**src/hw/rtl/fxp_pkg.sv**
```systemverilog
`default_nettype none

package fxp_pkg;

  // Significand of the slope 12102203.0. The value is an integer below 2^24, so its
  // exponent is zero and the significand is the value itself.
  localparam logic [23:0] SLOPE_SIG = 24'd12102203;

  // Reset values of the configuration registers.
  localparam logic [31:0] MAGIC_RESET  = 32'd1064866360;
  localparam logic        HALVED_RESET = 1'b1;

  // Configuration register indexes.
  typedef enum logic [0:0] {
    REG_MAGIC  = 1'b0,
    REG_HALVED = 1'b1
  } cfg_reg_t;

  // Class of a binary32 operand, as far as this datapath cares.
  typedef enum logic [1:0] {
    CLS_ZERO = 2'd0,
    CLS_NORM = 2'd1,
    CLS_INF  = 2'd2,
    CLS_NAN  = 2'd3
  } fp_cls_t;

  // Raw square of a normal significand and its biased result exponent before
  // normalization.
  typedef struct packed {
    logic [47:0]       prod;
    logic signed [9:0] exp_b;
  } sq_prod_t;

endpackage

`default_nettype wire

```
**src/hw/rtl/fxp_sq_round.sv**
```systemverilog
`default_nettype none

module fxp_sq_round import fxp_pkg::*; (
  input  wire sq_prod_t    sq_in,
  output logic [30:0]      mag_bits
);

  logic [47:0]       norm;
  logic signed [9:0] eb;
  logic [9:0]        shamt_full;
  logic [4:0]        shamt;
  logic [47:0]       kept_all;
  logic [47:0]       lost_mask;
  logic [23:0]       kept;
  logic              guard;
  logic              sticky;
  logic              inc;
  logic [24:0]       rnd;
  logic [7:0]        exp_base;
  logic [31:0]       packed_sum;

  // Normalize so the leading one sits at bit 47, then fold that shift into the exponent.
  always_comb begin
    if (sq_in.prod[47]) begin
      norm = sq_in.prod;
      eb   = sq_in.exp_b + 10'sd1;
    end else begin
      norm = {sq_in.prod[46:0], 1'b0};
      eb   = sq_in.exp_b;
    end
  end

  // A result below the normal range is shifted right into subnormal position.
  always_comb begin
    if (eb >= 10'sd1) begin
      shamt_full = 10'd0;
      exp_base   = (eb >= 10'sd255) ? 8'd254 : 8'(eb - 10'sd1);
    end else begin
      shamt_full = 10'(10'sd1 - eb);
      exp_base   = 8'd0;
    end
    shamt     = (shamt_full > 10'd31) ? 5'd31 : shamt_full[4:0];
    kept_all  = norm >> shamt;
    lost_mask = ~({48{1'b1}} << shamt);
  end

  // Round to nearest even and add the rounded significand onto the exponent field, so a
  // carry out of the significand bumps the exponent.
  always_comb begin
    kept       = kept_all[47:24];
    guard      = kept_all[23];
    sticky     = (|kept_all[22:0]) | (|(norm & lost_mask));
    inc        = guard & (sticky | kept[0]);
    rnd        = {1'b0, kept} + {24'd0, inc};
    packed_sum = {1'b0, exp_base, 23'd0} + {7'd0, rnd};
    if (eb >= 10'sd255 || packed_sum[30:23] == 8'hFF) begin
      mag_bits = {8'hFF, 23'd0};
    end else begin
      mag_bits = packed_sum[30:0];
    end
  end

endmodule

`default_nettype wire

```
**src/hw/rtl/fast_exp_bit_trick_approx.sv**
```systemverilog
// Approximate e^x on binary32 bit patterns by the integer bit trick.
// Input channel: in_valid / in_ready / in_operand_bits, one binary32 operand per transfer.
// Output channel: out_valid / out_ready / out_result_bits, one binary32 result per
// transfer, in input order.
// Configuration: cfg_we writes cfg_data into register cfg_index (0: magic offset,
// 1: halved mode). Write only while the pipeline is empty.
// Each input transfer passes through stages 0 to 5 in turn before showing on out_valid.
// Throughput: one operand per clock while out_ready is high. Each of the six pipeline
// stages holds one item, and the clock rate is set by the two 24x24 multipliers and the
// round and shift logic between them.
// When the receiver stalls, each stage holds its item. Stages that are empty keep taking
// items, so in_ready drops only once all six stages are full and out_ready is low.
// Reset empties the pipeline and sets magic offset to 1064866360 and halved mode to 1.
`default_nettype none

module fast_exp_bit_trick_approx import fxp_pkg::*; (
  input  wire         clk,
  input  wire         rst_n,
  input  wire         in_valid,
  output logic        in_ready,
  input  wire  [31:0] in_operand_bits,
  output logic        out_valid,
  input  wire         out_ready,
  output logic [31:0] out_result_bits,
  input  wire         cfg_we,
  input  wire  [0:0]  cfg_index,
  input  wire  [31:0] cfg_data
);

  localparam int NSTG = 6;

  // Configuration registers.
  logic [31:0] magic_r;
  logic        halved_r;

  always_ff @(posedge clk) begin
    if (!rst_n) begin
      magic_r  <= MAGIC_RESET;
      halved_r <= HALVED_RESET;
    end else if (cfg_we) begin
      case (cfg_index)
        REG_MAGIC:  magic_r  <= cfg_data;
        REG_HALVED: halved_r <= cfg_data[0];
        default:    ;
      endcase
    end
  end

  // Stage valid bits and per-stage advance enables. A stage takes new data when it is empty
  // or its content moves on.
  logic [NSTG-1:0] vld_r;
  logic [NSTG-1:0] adv;

  always_comb begin
    adv[NSTG-1] = ~vld_r[NSTG-1] | out_ready;
    for (int k = NSTG - 2; k >= 0; k--) begin
      adv[k] = ~vld_r[k] | adv[k+1];
    end
  end

  assign in_ready = adv[0];

  always_ff @(posedge clk) begin
    if (!rst_n) begin
      vld_r <= '0;
    end else begin
      for (int k = 0; k < NSTG; k++) begin
        if (adv[k]) begin
          vld_r[k] <= (k == 0) ? in_valid : vld_r[k-1];
        end
      end
    end
  end

  // Stage 0: halve the operand in halved mode. For the lowest exponents the significand
  // shifts right and is rounded to nearest even.
  logic [31:0] x0_nxt;
  logic [31:0] x0_r;
  logic [23:0] hsig;
  logic [22:0] hq;
  logic        hrnd;

  always_comb begin
    hsig = {in_operand_bits[23], in_operand_bits[22:0]};
    hq   = hsig[23:1];
    hrnd = in_operand_bits[0] & hq[0];
    if (!halved_r || in_operand_bits[30:23] == 8'hFF) begin
      x0_nxt = in_operand_bits;
    end else if (in_operand_bits[30:23] >= 8'd2) begin
      x0_nxt = {in_operand_bits[31], in_operand_bits[30:23] - 8'd1, in_operand_bits[22:0]};
    end else begin
      x0_nxt = {in_operand_bits[31], 31'({8'd0, hq} + {30'd0, hrnd})};
    end
  end

  always_ff @(posedge clk) begin
    if (adv[0]) x0_r <= x0_nxt;
  end

  // Stage 1: unpack the operand and multiply its significand by the slope.
  fp_cls_t     cls1_r;
  logic        sgn1_r;
  logic [7:0]  exp1_r;
  logic [47:0] prod1_r;
  fp_cls_t     cls1_nxt;

  always_comb begin
    if (x0_r[30:23] == 8'd0) begin
      cls1_nxt = CLS_ZERO;
    end else if (x0_r[30:23] == 8'hFF) begin
      cls1_nxt = (x0_r[22:0] != 23'd0) ? CLS_NAN : CLS_INF;
    end else begin
      cls1_nxt = CLS_NORM;
    end
  end

  always_ff @(posedge clk) begin
    if (adv[1]) begin
      cls1_r  <= cls1_nxt;
      sgn1_r  <= x0_r[31];
      exp1_r  <= x0_r[30:23];
      prod1_r <= {1'b1, x0_r[22:0]} * SLOPE_SIG;
    end
  end

  // Stage 2: round the product to a 24-bit significand. Its value is rnd * 2^scl.
  logic [24:0]       rnd2_r;
  logic signed [9:0] scl2_r;
  fp_cls_t           cls2_r;
  logic              sgn2_r;
  logic [47:0]       n2;
  logic              t2;
  logic              inc2;

  always_comb begin
    t2   = prod1_r[47];
    n2   = t2 ? prod1_r : {prod1_r[46:0], 1'b0};
    inc2 = n2[23] & ((|n2[22:0]) | n2[24]);
  end

  always_ff @(posedge clk) begin
    if (adv[2]) begin
      rnd2_r <= {1'b0, n2[47:24]} + {24'd0, inc2};
      scl2_r <= $signed({2'b00, exp1_r}) - 10'sd127 + $signed({9'd0, t2});
      cls2_r <= cls1_r;
      sgn2_r <= sgn1_r;
    end
  end

  // Stage 3: truncate toward zero to int32 with saturation, then add the magic offset.
  logic [31:0] sum3_r;
  logic [32:0] up3;
  logic [9:0]  dn3;
  logic [31:0] mag3;
  logic        sat3;
  logic [31:0] int3;

  always_comb begin
    up3  = {8'd0, rnd2_r} << scl2_r[2:0];
    dn3  = 10'(-scl2_r);
    mag3 = '0;
    sat3 = 1'b0;
    if (scl2_r >= 10'sd8) begin
      sat3 = 1'b1;
    end else if (scl2_r >= 10'sd0) begin
      sat3 = (up3[32:31] != 2'b00);
      mag3 = up3[31:0];
    end else if (dn3 <= 10'd24) begin
      mag3 = {7'd0, rnd2_r >> dn3[4:0]};
    end
    case (cls2_r)
      CLS_NORM: begin
        if (sat3) begin
          int3 = sgn2_r ? 32'h8000_0000 : 32'h7FFF_FFFF;
        end else begin
          int3 = sgn2_r ? (~mag3 + 32'd1) : mag3;
        end
      end
      CLS_INF: int3 = sgn2_r ? 32'h8000_0000 : 32'h7FFF_FFFF;
      default: int3 = 32'd0;
    endcase
  end

  always_ff @(posedge clk) begin
    if (adv[3]) sum3_r <= int3 + magic_r;
  end

  // Stage 4: in halved mode square the approximation. NaN, zero, subnormal, infinity and
  // the plain mode bypass the multiplier.
  logic        byp4_r;
  logic [31:0] byp4_val_r;
  sq_prod_t    sq4_r;
  logic        byp4_nxt;
  logic [31:0] byp4_val_nxt;

  always_comb begin
    byp4_nxt     = 1'b1;
    byp4_val_nxt = sum3_r;
    if (halved_r) begin
      if (sum3_r[30:23] == 8'hFF) begin
        byp4_val_nxt = (sum3_r[22:0] != 23'd0) ? (sum3_r | 32'h0040_0000) : 32'h7F80_0000;
      end else if (sum3_r[30:23] == 8'd0) begin
        byp4_val_nxt = 32'd0;
      end else begin
        byp4_nxt = 1'b0;
      end
    end
  end

  always_ff @(posedge clk) begin
    if (adv[4]) begin
      byp4_r        <= byp4_nxt;
      byp4_val_r    <= byp4_val_nxt;
      sq4_r.prod    <= {1'b1, sum3_r[22:0]} * {1'b1, sum3_r[22:0]};
      sq4_r.exp_b   <= $signed({1'b0, sum3_r[30:23], 1'b0}) - 10'sd127;
    end
  end

  // Stage 5: round the square and hold the result for the receiver.
  logic [30:0] sq5_bits;
  logic [31:0] res5_r;

  fxp_sq_round u_sq_round (
    .sq_in    (sq4_r),
    .mag_bits (sq5_bits)
  );

  always_ff @(posedge clk) begin
    if (adv[5]) res5_r <= byp4_r ? byp4_val_r : {1'b0, sq5_bits};
  end

  assign out_valid       = vld_r[NSTG-1];
  assign out_result_bits = res5_r;

  // An empty output stage means the pipeline can take an item.
  a_empty_out_ready: assert property (@(posedge clk) disable iff (!rst_n)
    !out_valid |-> in_ready)
    else $error("in_ready low while the output stage is empty");

  // Back pressure reaches the input only when every stage is full.
  a_full_when_blocked: assert property (@(posedge clk) disable iff (!rst_n)
    !in_ready |-> (&vld_r) && !out_ready)
    else $error("input blocked with a bubble in the pipeline");

  // With the receiver ready, an item in stage 4 reaches the output next cycle.
  a_drain: assert property (@(posedge clk) disable iff (!rst_n)
    out_ready && vld_r[NSTG-2] |=> out_valid)
    else $error("item lost between the last two stages");

endmodule

`default_nettype wire

```
**config.mk**
```make
export PLATFORM = sky130hd
export DESIGN_NAME = fast_exp_bit_trick_approx
export DESIGN_NICKNAME = d
export VERILOG_FILES = /design/src/hw/rtl/fxp_pkg.sv /design/src/hw/rtl/fxp_sq_round.sv /design/src/hw/rtl/fast_exp_bit_trick_approx.sv
export SDC_FILE = /design/constraint.sdc
export NUM_CORES = 2
export LEC_CHECK = 0
export BUFFER_PORTS_ARGS = -buffer_cell sky130_fd_sc_hd__clkbuf_2
export CAP_MARGIN = 20
export CORE_MARGIN = 3
export CORE_UTILIZATION = 25
export CTS_CLUSTER_SIZE = 24
export DETAILED_ROUTE_END_ITERATION = 10
export GPL_TIMING_DRIVEN = 0
export SLEW_MARGIN = 20
export SYNTH_ARGS = -nofsm -noshare
export SYNTH_HDL_FRONTEND = slang
export SYNTH_HIERARCHICAL = 1
export SYNTH_SLANG_ARGS = --single-unit
```
**constraint.sdc**
```tcl
create_clock -name clk -period 8.3 [get_ports clk]
set_input_delay 0.415 -clock clk [delete_from_list [all_inputs] [get_ports clk]]
set_output_delay 0.415 -clock clk [all_outputs]
set_load 0.05 [all_outputs]
```
==> summary.txt <==
Final layout
  – Commonest non-fill, non-tap cell in the layout: inv_1
  – Layout Nets: 6826
  – Cell area after layout: between 50000 and 60000 µm²
  – Syn-to-layout area delta: 11.9%
  – Seq. cell area: 9250 µm²
  – Area of the multi-input gates: 36900 µm²
  – Commonest non-fill, non-tap cells in the layout: inv_1 (996), fa_1 (643), nand2_1 (518)
  – Filler instances: roughly 21k
  – Fraction of layout cells with a size suffix above 1: 9.42%

Clock tree
  – Clock Sinks: 321
  – CTS Buffer Depth: 3
  – CTS Buf Count: 40
  – H-tree levels: 2
  – Root buf cell: clkbuf_16
  – CTS tree: built
  – Clock latency on the worst-skew pair: 630 ps
  – Clock-pin slew on the worst setup and hold paths: approximately 60 ps

Detailed routing
  – Initial DRC Count: 2954
  – Vias/cell: roughly 4.8
  – Detailed-route wire length: 157000 µm
  – Vias after detailed routing: 39.6k
  – DRC: 0
  – DRT Pass-1 Iters: 6
  – Routed WL per cell: 18.9 µm
  – Routed Antenna Nets: 0

Floorplanning
  – Placeable Area: 201000 µm²
  – Die area: 208000 µm²
  – Die Wd: 457 µm
  – Die Ht: 457 µm
  – FP Rows: 164
  – Effective utilization at floorplan: 25.3%
  – I/O pins: 104

Worst setup path
  – CP Launch Type: flip-flop
  – CP Capture Type: flip-flop
  – Worst R2R End: sq4_r[56]
  – R2R Path Start: sum3_r[2]
  – Critical Path RT: 8660 ps
  – Critical path data arrival time: 8410 ps
  – Max FO, Critical Path: 10
  – Reg2Reg Setup Slack: 250 ps
  – Worst-case reg-to-reg path depth: 26
  – Setup CP Type: flip-flop to flip-flop

Synth
  – Simple-Gate Fraction of Synth Area: 13.3%
  – Seq/Total Area, Yosys: 18.2%
  – Post-synth ARST share: 0%
  – Complex-gate fraction of the synthesized area: 11.7%
  – Post-synth EDFFs: roughly 280
  – Largest family of logic cells by synthesized area: adder cells
  – Share of the synthesized area in the top cell type: 25.4%
  – Top_reg_cell synth: edfxtp_1
  – Post-synth top area cell: fa_1
  – Synth Area in XOR/XNOR: under 10%
  – Cells after Synth: around 5.4k
  – #FFs+latches synth: between 300 and 400
  – Syn Area/Cell: between 9 and 10 µm²
  – Cell variety after synth: ~120
  – Mux contribution to synthesized area: 5.56%
  – Post-Synth Adder-Cell Area: 37.7%
  – Top cells by area in the synthesized netlist: fa_1 (25%), edfxtp_1 (17%), ha_1 (12%)
  – Syn. warnings: 6
  – Synthesized cell area: 50700 µm²

Timing
  – Final setup violation count: 0
  – RSZ-0062 raised after global routing: yes
  – Tcrit/Tclk final: 96.9%
  – Max_slew headroom: 22.6%
  – Worst Clk Skew: roughly 51 ps
  – F_max: 124 MHz
  – Worst-margin pin slew: around 1200 ps
  – Final Hold Fails: 0
  – Slew Viols, Final: 0
  – Fin crit period: 8050 ps

Global routing
  – Total GRT Usage: about 15%
  – Pin count of the biggest net entering global routing: 57
  – First-pass GRT wire length: between 200000 and 250000 µm
  – Number of global-route vias before repair: 40.6k
  – Initial antenna violation count: 5
  – Total gr overflow: 0

Worst hold path
  – Worst Hold End: magic_r[24]
  – Hold WC Path Type: input port to flip-flop
  – Worst Hold Launch: cfg_data[24]
  – Hold Path Cell Cnt: 3

Run status
  – Status: completed

Placement
  – Post-DP Area: 54700 µm²
  – Dpl hpwl: 130000 µm
  – Routability congestion estimate: 0.949
  – Buffers added on ports: 101

Job
  – Max-capacitance violation count: 0
[critical path, stage by stage (launching register included)]
cell	delay (ps)
edfxtp_1	500
buf_4	250
buf_4	240
nand2_1	100
fa_1	580
inv_1	80
fa_1	600
inv_1	80
fa_1	510
fa_1	530
inv_1	70
fa_1	510
fa_1	490
inv_1	50
fa_1	470
inv_1	40
ha_1	410
nand4_1	170
or4_1	550
nor3_2	210
a211oi_4	100
and3b_1	210
o31ai_1	280
a21o_1	220
a211oi_2	130
o31ai_2	280
xor2_1	100
[timing repair]
| action | 4_1_cts | 5_1_grt |
|---|---|---|
| setup buffers | 26 | 13 |
| pin swaps | 3 | 6 |
| endpoints found under the hold margin | 3 | 0 |
| endpoints found under the setup margin | 45 | 36 |
| gates resized for setup | 70 | 54 |
| hold buffers | 3 | 0 |
[routing by layer]
metal	vias up	global-route usage [%]	wire [µm]
li1	18400	-	-
met5	-	0	0
met4	0	6.62	8220
met2	1275	25.3	74900
met1	19600	18.5	65500
met3	278	1.87	8030
[Yosys cell counts (all sizes together) (46+ instances only)]
library cell	instances
nand2	521
nor4	46
mux2	70
edfxtp	282
xnor2	153
a21oi	275
inv	1007
clkbuf	135
fa	644
buf	75
and2	110
nor3	77
a21o	82
nor2	249
xor2	86
nand3	95
nand4	49
ha	496
o21ai	173
mux2i	124
[sequential cells by signal, indices dropped and copies added, names as in the netlist, 10 cells and up]
name	count
sq4_r	56
prod1_r	48
byp4_val_r	32
magic_r	32
out_result_bits	32
sum3_r	32
x0_r	32
rnd2_r	25
scl2_r	10
[final cells by class]
type	count	share of cell area [%]
tap	2656	5.85
antenna	3	0.0132
timing repair buffer	148	1.70
clock buffer	46	1.95
clock inverter	26	0.546
multi-input combinational	3885	65.1
inverter	1013	6.75
sequential	321	16.3
buffer	207	1.85
[how the worst max path moves through the flow]
stage	start	endpoint	slack, ps	cells after the start
2_1_floorplan	sum3_r[2]	sq4_r[57]	800	29
3_3_place_gp	sum3_r[7]	sq4_r[54]	-1340	28
3_5_place_dp	sum3_r[7]	sq4_r[57]	-1400	29
4_1_cts	sum3_r[20]	sq4_r[56]	-10	25
5_1_grt	sum3_r[9]	sq4_r[52]	-20	26
6_report	sum3_r[2]	sq4_r[56]	250	26
[kinds of logic after synthesis]
kind of cell	count (synthesis)
buf+inv	1223
mux	229
compound gates	900
xor+xnor	239
other cells	2
simple gates	1364
flops	321
fa+ha+maj	1142
[through the flow]
step	cells	setup WS, ps	TNS (ps)	util, %	hold WS, ps
after global placement	8186	-1340	-19250	27.2	407
final	8305	254	0	28.3	30.8
after detailed placement	8190	-1400	-20160	27.3	414
after global routing	8305	-20.8	-37.5	28.3	39.6
after CTS	8290	-14.9	-22.0	28.2	1.77
after floorplan	5429	804	0	-	400
Power is not shown: default switching activity piles up to over one toggle a cycle in this logic, so the estimate is an artifact.
